### src/hw/rtl/ppac_pkg.sv
`default_nettype none

package ppac_pkg;

  localparam int unsigned KeyW = 22;
  localparam int unsigned CntW = 32;

  localparam logic [CntW-1:0] ThreshReset = 32'd20000;
  localparam logic [CntW-1:0] CntMax      = {CntW{1'b1}};

  // One access word as it moves down the row of cells
  typedef struct packed {
    logic            vld;      // slot holds an access
    logic            done;     // a cell has already taken it
    logic            created;  // that cell was claimed by it
    logic            wr;       // write access
    logic [KeyW-1:0] key;      // process identifier
    logic [CntW-1:0] count;    // updated counter once done
  } item_t;

  // Saturating increment
  function automatic logic [CntW-1:0] cnt_bump(input logic [CntW-1:0] c);
    logic [CntW-1:0] r;
    r = (c == CntMax) ? c : c + 1'b1;
    return r;
  endfunction

endpackage

`default_nettype wire

### src/hw/rtl/ppac_cell.sv
`default_nettype none

// One table entry: key, read and write counters, and one stage of the row.
module ppac_cell (
  input  wire logic            clk_i,
  input  wire logic            rst_ni,
  input  wire logic            adv_i,
  input  wire ppac_pkg::item_t item_i,
  output ppac_pkg::item_t      item_o
);

  logic                        used_q, used_d;
  logic [ppac_pkg::KeyW-1:0]   key_q, key_d;
  logic [ppac_pkg::CntW-1:0]   rcnt_q, rcnt_d;
  logic [ppac_pkg::CntW-1:0]   wcnt_q, wcnt_d;
  ppac_pkg::item_t             item_q, item_d;
  logic                        hit;
  logic                        claim;

  // Match or claim the entry, bump the chosen counter
  always_comb begin
    used_d = used_q;
    key_d  = key_q;
    rcnt_d = rcnt_q;
    wcnt_d = wcnt_q;
    item_d = item_i;
    hit    = item_i.vld && !item_i.done && used_q && (key_q == item_i.key);
    claim  = item_i.vld && !item_i.done && !used_q;
    if (claim) begin
      used_d         = 1'b1;
      key_d          = item_i.key;
      item_d.created = 1'b1;
    end
    if (hit || claim) begin
      item_d.done = 1'b1;
      if (item_i.wr) begin
        wcnt_d       = ppac_pkg::cnt_bump(wcnt_q);
        item_d.count = wcnt_d;
      end else begin
        rcnt_d       = ppac_pkg::cnt_bump(rcnt_q);
        item_d.count = rcnt_d;
      end
    end
  end

  // Entry state and stage register
  always_ff @(posedge clk_i or negedge rst_ni) begin
    if (!rst_ni) begin
      used_q <= 1'b0;
      rcnt_q <= '0;
      wcnt_q <= '0;
      item_q <= '0;
    end else if (adv_i) begin
      used_q <= used_d;
      rcnt_q <= rcnt_d;
      wcnt_q <= wcnt_d;
      item_q <= item_d;
    end
  end

  // Keys stay undefined until claimed
  always_ff @(posedge clk_i) begin
    if (adv_i) begin
      key_q <= key_d;
    end
  end

  assign item_o = item_q;

endmodule

`default_nettype wire

### config.mk
export PLATFORM = sky130hd
export DESIGN_NAME = ppac_cell
export DESIGN_NICKNAME = d
export VERILOG_FILES = /design/src/hw/rtl/ppac_pkg.sv /design/src/hw/rtl/ppac_cell.sv
export SDC_FILE = /design/constraint.sdc
export NUM_CORES = 1
export LEC_CHECK = 0
export CAP_MARGIN = 20
export CORE_UTILIZATION = 30
export DETAILED_ROUTE_END_ITERATION = 8
export DONT_BUFFER_PORTS = 1
export GPL_TIMING_DRIVEN = 0
export SLEW_MARGIN = 20
export SYNTH_ARGS = -nofsm -noshare
export SYNTH_HDL_FRONTEND = slang
export SYNTH_SLANG_ARGS = --single-unit
### constraint.sdc
create_clock -name clk_i -period 3.4 [get_ports clk_i]
set_clock_uncertainty 0.1 [all_clocks]
set_input_delay 0.34 -clock clk_i [delete_from_list [all_inputs] [get_ports clk_i]]
set_output_delay 0.34 -clock clk_i [all_outputs]
set_load 0.02 [all_outputs]
Word level (Yosys, flattened, before mapping). Index checks and enable logic that the tools add are counted.

Add/subtract/negate cells: 2. Equal/unequal tests: 3. Multiplexer cells: 6. Bitwise gates (word level): 1. Reductions and logical operators: 10.

Operators by type and width (number): 2-to-1 mux 32 bit (4); adder 32 x 1 -> 32 bit, second input constant (2); == test 32 bit, second input constant (2); == test 22 bit (1); AND reduction 3 bit (2); logical AND 1 bit (4); logical NOT 1 bit (2); 2-to-1 mux 1 bit (2); AND reduction 2 bit (1); logical OR 1 bit (1); NOT 1 bit (1).

Register bits after elaboration: 145.

Logic depth before layout (Yosys ltp). Gate-level depths: netlist of the first run.

Word-level depth: 6. Mapped depth: 10.

Worst setup path before layout of the first run. No wires, ideal clock.

Path type: register to register. Start: reg rcnt_q[0] (netlist bit). End: reg item_q (netlist bit item_o[13]). Arrival: 2413 ps. Required time: 3174 ps. Path slack: 761 ps. Cell stages (with the launch flop): 10. Path buffers: 1. Clock period less this slack: 2639 ps. Cells stage by stage: dfrtp_1 > ha_1 > nand3_2 > or4_4 > buf_6 > o311a_4 > a311oi_1 > nor2_1 > a221oi_1 > nor2_1.

Longest elaborated chain between the ends: 4. Elaborated cells on any way between the ends: 5.

Ends and longest elaborated chain: start, declared (RTL line ppac_cell.sv:14) `logic [ppac_pkg::CntW-1:0] rcnt_q, rcnt_d;`; start signal, assigned (RTL line ppac_cell.sv:55) `rcnt_q <= rcnt_d;`; adder 32 x 1 -> 32 bit or == test 32 bit (tied branches) (RTL line ppac_pkg.sv:24) `r = (c == CntMax) ? c : c + 1'b1;`; 2-to-1 mux 32 bit * (RTL line ppac_pkg.sv:24); 2-to-1 mux 32 bit * (RTL line ppac_cell.sv:36) `if (item_i.wr) begin`; 2-to-1 mux 32 bit * (RTL line ppac_cell.sv:34) `if (hit || claim) begin`; end signal, assigned (RTL line ppac_cell.sv:57) `item_q <= item_d;`; end, declared (RTL line ppac_cell.sv:16) `ppac_pkg::item_t item_q, item_d;`.

Every way passes the cells marked *; elsewhere a longest branch is shown, timed or not. A chain may end at the register's enable or synchronous reset.

Worst setup path after layout of the first run.
Start: reg key_q[9] (netlist bit). End: reg wcnt_q[22] (netlist bit).

Longest elaborated chain between the ends: 4.

Ends and longest elaborated chain: start, declared (RTL line ppac_cell.sv:13) `logic [ppac_pkg::KeyW-1:0] key_q, key_d;`; start signal, assigned (RTL line ppac_cell.sv:64) `key_q <= key_d;`; == test 22 bit (RTL line ppac_cell.sv:27) `hit = item_i.vld && !item_i.done && used_q && (key_q == item_i.key);`; logical AND 1 bit (RTL line ppac_cell.sv:27); logical OR 1 bit (RTL line ppac_cell.sv:34); AND reduction 3 bit (no source line); end signal, assigned (RTL line ppac_cell.sv:56) `wcnt_q <= wcnt_d;`; end, declared (RTL line ppac_cell.sv:15) `logic [ppac_pkg::CntW-1:0] wcnt_q, wcnt_d;`.

No other way between the ends.

==> flow_summary.ini, run 1 <==
[status]
status = finished, final reports clean

[grt]
grt_pass1_wl_um = 36140
antenna_found_initial = 3
grt_start_max_net_pins = 124
grt_overflow_total = 0
track_usage_pct = 18.30
grt_pass1_vias = 5983

[cts]
root_buffer = clkbuf_16
clkLatencyLatePin_ns = 0.43
clock-sinks = 145
cts_htree_levels = 4
cts_tree = yes
cts_made_buffers = 17
post-cts-setup-buffers = 0
path_clk_slew_ns = 0.07
ctsLongestPathBuffers = 2

[sta]
period_needed_ns = 3.188
rsz0062_at_grt = false
hold_violations = 0
slew_headroom_pct = 33.80
fin_ws_ns = 0.2123
post-route-period-util_pct = 93.76
slew_violations = 0
setup_tns_ns = 0
finalSetupViolCount = 0
worst_slew_pin_slew_ns = 0.9931
hold_ws_ns = 0.003422
clock.fmax_mhz = 313.7

[critical_path]
arrival_ns = 3.40
path_class = reg -> reg
startpoint = key_q[9]
cpPeakStageDelay_ns = 0.61
required_ns = 3.62
worstSetupEndpointType = flop
crit_path_start_kind = flop
r2r_start = key_q[9]
path_max_fanout = 10
path_cells = xnor2_1 -> nand4_1 -> nor4_1 -> a31oi_1 -> nor3_2 -> clkbuf_1 -> nand3_1 -> xnor2_1
crit_slowest_cell = clkbuf_1
crit_top_cell = xnor2_1

[min_path]
hp-class = in -> reg
hp-start = item_i[6]

[routing]
drt_pass1_iterations = 5
drt-total-wl_um = 23940
ant_nets = 0
dr_total_vias = 6245
drc = 0
drtIter0Drc = 553
wl_per_cell_um = 20.73
viasPerCell = 5.407

[synthesis]
netlist_instances = 759
synth_ff_type = dfrtp_1
synth_area_mm2 = 0.007746
synth.avg_cell_area_um2 = 10.21
yosysUniqueCellTypes = 62
ys.warnings.count = 0
async_flop_share_pct = 84.83
synth_nets = 822
synth-seq-cells = 145
ys_seq_area_share_pct = 48.26
synth_edf_count = 22

[placed_design]
io_buffers = 0
placed_area_mm2 = 0.008159
place.gp.congestion = 0.8706
dp_slack_ns = 0.05124
hpwl_um = 16840
dp_cells = 1089

[floorplan]
dieArea_mm2 = 0.02647
io_pins = 119
rows = 58
start_util_pct = 30.67
core-area_mm2 = 0.02525
dieWidth_um = 162.7
die_y_um = 162.7

[power]
powerDensity_mw_per_mm2 = 486.4
p_total_mw = 4.413
leakagePower_nw = 3.565
irDropWorstVdd_mv = 0.2956

[job]
max_cap_violations = 0

[layout]
layout-drive-gt1-share_pct = 11.18
nets = 873
fin_util_pct = 35.92
design_area_mm2 = 0.009072
area_growth_pct = 17.12
final_cells = 1155
cells in the final DEF, fill, tap and decap left out, types with 30 or more instances in the layout:
cell type      instances
dfrtp_1              123
xnor2_1               91
nand2_1               56
nor2_1                55
xor2_1                39
a21oi_1               39
and3_1                34
clkbuf_1              33
nand3_1               33
dlygate4sd3_1         31
nand4_1               30
cells in the mapped netlist, types with 6 or more instances:
cell type  number  area share [%]
dfrtp_1       123              40
clkbuf_1       33             1.6
nand2_1        56             2.7
o21ai_0        21             1.4
edfxtp_1       22             8.5
mux2_2         28             4.1
and3_1         34             2.7
a21oi_1        39             2.5
nand4_1        30             2.4
mux2i_1         9             1.2
and2_1          7            0.57
nor4_1         12            0.97
nor3_1         22             1.4
inv_1           9            0.44
xnor2_1        91              10
a31oi_1         6            0.48
nand3_1        33             2.1
xor2_1         39             4.4
nor2_1         55             2.7
final cells by class:
type                       instances  area, um^2
fill                            2539       16180
inverter                          10       37.54
multi-input combinational        561        3797
sequential                       145        3739
antenna                            2       5.005
clock inverter                    14       120.1
timing repair buffer              32       337.8
tap                              330       412.9
clock buffer                      18       439.2
buffer                            43       183.9
worst max-delay path: cells and delay by family (launching register included):
kind                   cells  cell delay (ns)
XOR/XNOR                   2             0.34
buffers and inverters      1             0.61
AO/OA/AOI/OAI              1             0.33
flip-flops                 1             0.39
AND/OR/NAND/NOR            4             1.28
power breakdown:
group	switching, mW	leakage, nW	internal [mW]
logic	0.283	1.52	0.213
registers	0.223	1.77	1.90
clock network	0.822	0.274	0.977
total	1.33	3.57	3.09
per-layer routing:
metal | vias to the layer above | part of all wire (%) | global-route usage, %
li1 | 2810 | - | -
met1 | 3088 | 46 | 25.95
met2 | 317 | 43 | 26.73
met3 | 28 | 11 | 5.322
met4 | 2 | 1.2 | 5.268
met5 | - | 0.054 | 0
cells by family (layout without fill, tap and decap cells):
family | count (synthesis) | in the layout | synth area share, %
AOI/OAI and AO/OA | 107 | 107 | 9.046
xor gates and xnor gates | 130 | 130 | 14.70
adders and majority gates | 2 | 2 | 0.3230
buffers and inverters | 53 | 117 | 2.859
DFF | 145 | 145 | 48.26
muxes | 38 | 38 | 5.379
other | 0 | 2 | 0
and+or+nand+nor | 284 | 284 | 19.43
flip-flops by register name, summed over array words and instances (netlist names):
| signal | flops |
|---|---|
| item_o | 58 |
| rcnt_q | 32 |
| wcnt_q | 32 |
| key_q | 22 |
| used_q | 1 |
worst paths after layout:
check | endpoint | slack (ns) | cells after the start
min in group asynchronous | item_o[36] | 0.41 | 2
worst max register to register | wcnt_q[22] | 0.21 | 8
worst max-delay path | wcnt_q[22] | 0.21 | 8
max in group asynchronous | rcnt_q[31] | 2.21 | 2
worst min register to register | used_q | 0.37 | 1
worst min-delay path | item_o[6] | 0.003 | 2
timing repair:
item	CTS	global route
hold endpoints to repair	175	0
hold buffers	32	0
resized for setup	0	2
setup endpoints to repair	0	20
Power figures use the tool's default switching activity.
==> inputs of run 2 (changes only) <==
Settings changed: CORE_ASPECT_RATIO set to 1.25.
==> run 2 against run 1 <==
First-iteration DRC count fell by 15%. Register-to-register slack lost 0.02 ns. Die area is essentially flat. Worst hold slack improved by 0.0034 ns. Combinational power is 4% lower. Sequential cell count is the same. Non-clock buffer count did not move. Sequential power hardly changed. Final cell count is 0.43% higher. Fmax fell by 0.50%. Sequential share of layout area barely moved. Critical path type unchanged. Critical endpoint is now item_o[4]. Largest cell class unchanged.
==> flow_summary.ini, run 2 (synthesis gave the netlist of run 1 again) <==
[status]
status = finished, final reports clean

[sta]
slew_violations = 0
hold_violations = 0
fin_ws_ns = 0.1964
finalSetupViolCount = 0
period_needed_ns = 3.204
post-route-period-util_pct = 94.22
slew_headroom_pct = 35.20
worst_slew_pin_slew_ns = 0.9719
rsz0062_at_grt = false
setup_tns_ns = 0
clock.fmax_mhz = 312.2

[routing]
ant_nets = 0
wl_per_cell_um = 19.76
drt_pass1_iterations = 5
drt-total-wl_um = 22920
dr_total_vias = 6169
drc = 0
drtIter0Drc = 470
viasPerCell = 5.318

[grt]
antenna_found_initial = 1
grt_pass1_vias = 6132
grt_pass1_wl_um = 35740
grt_overflow_total = 0
track_usage_pct = 17.76
grt_start_max_net_pins = 124

[placed_design]
hpwl_um = 16350
place.gp.congestion = 0.8928
dp_cells = 1094
io_buffers = 0
dp_slack_ns = 0.05897

[critical_path]
reg2reg_slack_ns = 0.20
worstSetupEndpointType = flop
startpoint = rcnt_q[0]
r2r_start = rcnt_q[0]
path_max_fanout = 8
reg2reg_to = item_o[4]
arrival_ns = 3.42
r2r_cells = 8
path_class = reg -> reg
required_ns = 3.62
crit_path_start_kind = flop

[min_path]
hp-start = item_i[6]
holdPathEnd = item_o[6]
hp-class = in -> reg
hold_depth = 2

[cts]
post-cts-setup-buffers = 0
ctsLongestPathBuffers = 2
clock-sinks = 145
root_buffer = clkbuf_16
clkLatencyLatePin_ns = 0.44
cts_tree = yes
cts_htree_levels = 4
cts_made_buffers = 17
path_clk_slew_ns = 0.06

[floorplan]
dieArea_mm2 = 0.02647
die_y_um = 181.7
core-area_mm2 = 0.02529
dieWidth_um = 145.7
start_util_pct = 30.63
io_pins = 119
rows = 65

[layout]
area_growth_pct = 16.99
final_cell_mix = dfrtp_1, xnor2_1, nand2_1
fin_util_pct = 35.83
final_common_cell = dfrtp_1
largest_reg_flops = 58
final_cells = 1160
nets = 873
layout-drive-gt1-share_pct = 11.06

[power]
p_total_mw = 4.368
irDropWorstVdd_mv = 0.3165
leakagePower_nw = 3.545
powerDensity_mw_per_mm2 = 481.9

[job]
max_cap_violations = 0
[run 2: changes by cell type in the layout (fill, tap and decap cells not counted), sizes merged]
cell | before | now
inv | 17 | 16
clkinv | 5 | 4
clkinvlp | 2 | 4
[run 2: worst max path at each step]
| stage | to | depth (start not counted) | slack (ns) |
|---|---|---|---|
| 2_1_floorplan | item_o[13] | 9 | 0.76 |
| 3_3_place_gp | wcnt_q[22] | 8 | 0.13 |
| 3_5_place_dp | wcnt_q[22] | 8 | 0.06 |
| 4_1_cts | wcnt_q[22] | 8 | 0.04 |
| 5_1_grt | item_o[4] | 8 | 0.03 |
| 6_report | item_o[4] | 8 | 0.20 |
[run 2: cell type report]
| class | count | area [um^2] |
|---|---|---|
| timing repair buffer | 32 | 337.8 |
| fill | 2541 | 16230 |
| sequential | 145 | 3739 |
| antenna | 2 | 5.005 |
| clock inverter | 14 | 120.1 |
| tap | 335 | 419.2 |
| inverter | 10 | 37.54 |
| multi-input combinational | 561 | 3791 |
| buffer | 43 | 183.9 |
| clock buffer | 18 | 429.2 |
[run 2: per-layer routing]
metal	GRT usage, %	vias up	wire length, um
li1	-	2810	-
met1	24.04	3039	10120
met2	26.49	286	9980
met3	6.256	34	2382
met4	5.221	0	433
met5	0	-	0
[run 2: worst max-delay path, stage by stage, from the launching register on]
cell and delay (ns):
dfrtp_1 0.46, ha_1 0.26, nand3_2 0.21, or4_4 0.61, nor3_2 0.49, nor2_1 0.11, xnor2_1 0.31, o22ai_1 0.18
a221o_1 0.36
[run 2: what timing repair did]
action                     4_1_cts  5_1_grt
hold buffers                    32        0
gates resized for setup          0        1
setup endpoints to repair        0       20
hold endpoints to repair       175        0
[run 2: where the power goes]
group | leakage [nW] | internal (mW) | total, mW | switching (mW)
clock | 0.257 | 0.953 | 1.77 | 0.820
sequential | 1.77 | 1.90 | 2.12 | 0.221
combinational | 1.52 | 0.212 | 0.478 | 0.266
[run 2: stage by stage]
step / hold slack [ns] / area, um^2
after global routing: 0.009515 / 9057
after detailed placement: -0.05070 / 8165
final: 0.006832 / 9062
after global placement: -0.04946 / 8165
after CTS: 0.0004115 / 9052
after floorplan: -0.05559 / 7746
==> inputs of run 3 (changes only) <==
Settings changed: RECOVER_POWER set to 25.
==> run 3 against run 2 <==
The flow now finishes with violations (capacitance limit, slew limit). Critical path depth unchanged. Register-to-register slack got worse by 0.04 ns. Setup slack worse by 0.038 ns. Fmax down 1.2%. Sequential power about the same. First-iteration DRC count is 4.3% lower. Largest cell class unchanged. Highest routed layer unchanged.
==> flow_summary.ini, run 3 (synthesis gave the netlist of run 1 again) <==
[status]
violations = capacitance limit, slew limit
status = finished with violations

[sta]
rsz0062_at_grt = false
hold_violations = 0
period_needed_ns = 3.241
slew_headroom_pct = -16.41
finalSetupViolCount = 0
setup_tns_ns = 0
clock.fmax_mhz = 308.5
slew_violations = 124
worst_slew_pin_slew_ns = 1.746
post-route-period-util_pct = 95.33

[critical_path]
path_cells = ha_1 -> nand3_2 -> or4_4 -> nor3_2 -> nor2_1 -> xnor2_1 -> o22ai_1 -> a221o_1
r2r_start = rcnt_q[0]
required_ns = 3.62
cpPeakStageDelay_ns = 0.61
reg2reg_slack_ns = 0.16
reg2reg_to = item_o[4]
crit_slowest_cell = or4_4
crit_path_start_kind = flop
arrival_ns = 3.46
worstSetupEndpointType = flop
path_max_fanout = 8
crit_path_end = item_o[4]
path_class = reg -> reg
startpoint = rcnt_q[0]
r2r_cells = 8

[routing]
drc = 0
drtIter0Drc = 450
wl_per_cell_um = 19.77
viasPerCell = 5.344
drt_pass1_iterations = 6
ant_nets = 0
drt-total-wl_um = 22930
dr_total_vias = 6199

[layout]
nets = 873
layout-drive-gt1-share_pct = 11.06
area_growth_pct = 16.73
final_cells = 1160
largest_reg_flops = 58
design_area_mm2 = 0.009042
final_cell_mix = dfrtp_1, xnor2_1, nand2_1
final_common_cell = dfrtp_1
nFillCells = 2543

[placed_design]
hpwl_um = 16350
dp_cells = 1094
placed_area_mm2 = 0.008165
io_buffers = 0
place.gp.congestion = 0.8928

[floorplan]
dieWidth_um = 145.7
dieArea_mm2 = 0.02647
io_pins = 119
core-area_mm2 = 0.02529
start_util_pct = 30.63
die_y_um = 181.7
rows = 65

[grt]
grt_start_max_net_pins = 124
grt_overflow_total = 0
grt_pass1_wl_um = 35740
antenna_found_initial = 1
grt_pass1_vias = 6132
track_usage_pct = 17.76

[power]
leakagePower_nw = 3.537
powerDensity_mw_per_mm2 = 483.2
irDropWorstVdd_mv = 0.3186

[cts]
ctsLongestPathBuffers = 2
path_clk_slew_ns = 0.07
cts_made_buffers = 17
post-cts-setup-buffers = 0
cts_htree_levels = 4
clkLatencyLatePin_ns = 0.44
cts_tree = yes
clock-sinks = 145
root_buffer = clkbuf_16

[job]
max_cap_violations = 1

[min_path]
hp-class = in -> reg
==> run 3: cell count changes in the layout (fill, tap and decap cells not counted) <==
cell | previous run | this run
buf_16 | 1 | 0
clkbuf_4 | 0 | 1
==> run 3: timing repair <==
| item | 4_1_cts | 5_1_grt |
|---|---|---|
| hold endpoints to repair | 175 | 0 |
| endpoints found under the setup margin | 0 | 20 |
| hold buffers | 32 | 0 |
| gates resized for setup | 0 | 1 |
==> run 3: layout make-up <==
cell class / instances / area [um^2] / share of cell area [%]
Timing Repair Buffer: 32 / 317.8 / 3.515
Sequential cell: 145 / 3739 / 41.35
Clock buffer: 18 / 429.2 / 4.746
Clock inverter: 14 / 120.1 / 1.328
Buffer: 43 / 183.9 / 2.034
Tap cell: 335 / 419.2 / 4.635
Inverter: 10 / 37.54 / 0.4151
Antenna cell: 2 / 5.005 / 0.05535
Multi-Input combinational cell: 561 / 3791 / 41.93
==> run 3: metrics by stage <==
stage | total power [mW] | worst slack (ns) | utilization, % | hold WS [ns]
floorplan | 2.418 | 0.7609 | - | -0.05559
global placement | 2.544 | 0.1311 | 32.28 | -0.04946
detailed placement | 2.554 | 0.05897 | 32.28 | -0.05070
CTS | 4.389 | 0.04100 | 35.79 | 0.0004115
global route | 4.544 | 0.03332 | 35.73 | 0.009515
finish | 4.370 | 0.1587 | 35.75 | 0.004166
==> run 3: worst min path at each step <==
| stage | from | to | slack, ns | depth (start not counted) |
|---|---|---|---|---|
| CTS | item_i[6] | item_o[6] | 0.0004 | 2 |
| finish | item_i[6] | item_o[6] | 0.004 | 2 |
| floorplan | rst_ni | item_o[0] | -0.06 | 0 |
| global route | item_i[31] | item_o[31] | 0.01 | 2 |
| detailed placement | rst_ni | item_o[41] | -0.05 | 0 |
| global placement | rst_ni | item_o[41] | -0.05 | 0 |
==> run 3: worst max-delay path: cells and delay by family (launching register included) <==
family	cells	cell delay [ns]
adders and majority gates	1	0.26
and+or+nand+nor	4	1.44
DFF	1	0.46
xor gates and xnor gates	1	0.33
AOI/OAI and AO/OA	2	0.55
==> run 3: per-layer routing <==
layer / share of wire (%) / global-route usage [%] / vias up
li1: - / - / 2818
met1: 44 / 24.04 / 3062
met2: 44 / 26.49 / 287
met3: 10 / 6.256 / 32
met4: 1.9 / 5.221 / 0
met5: 0 / 0 / -
==> run 3: report_power, final <==
| part | switching, mW | internal, mW |
|---|---|---|
| clock | 0.827 | 0.953 |
| combinational | 0.264 | 0.209 |
| sequential | 0.221 | 1.90 |
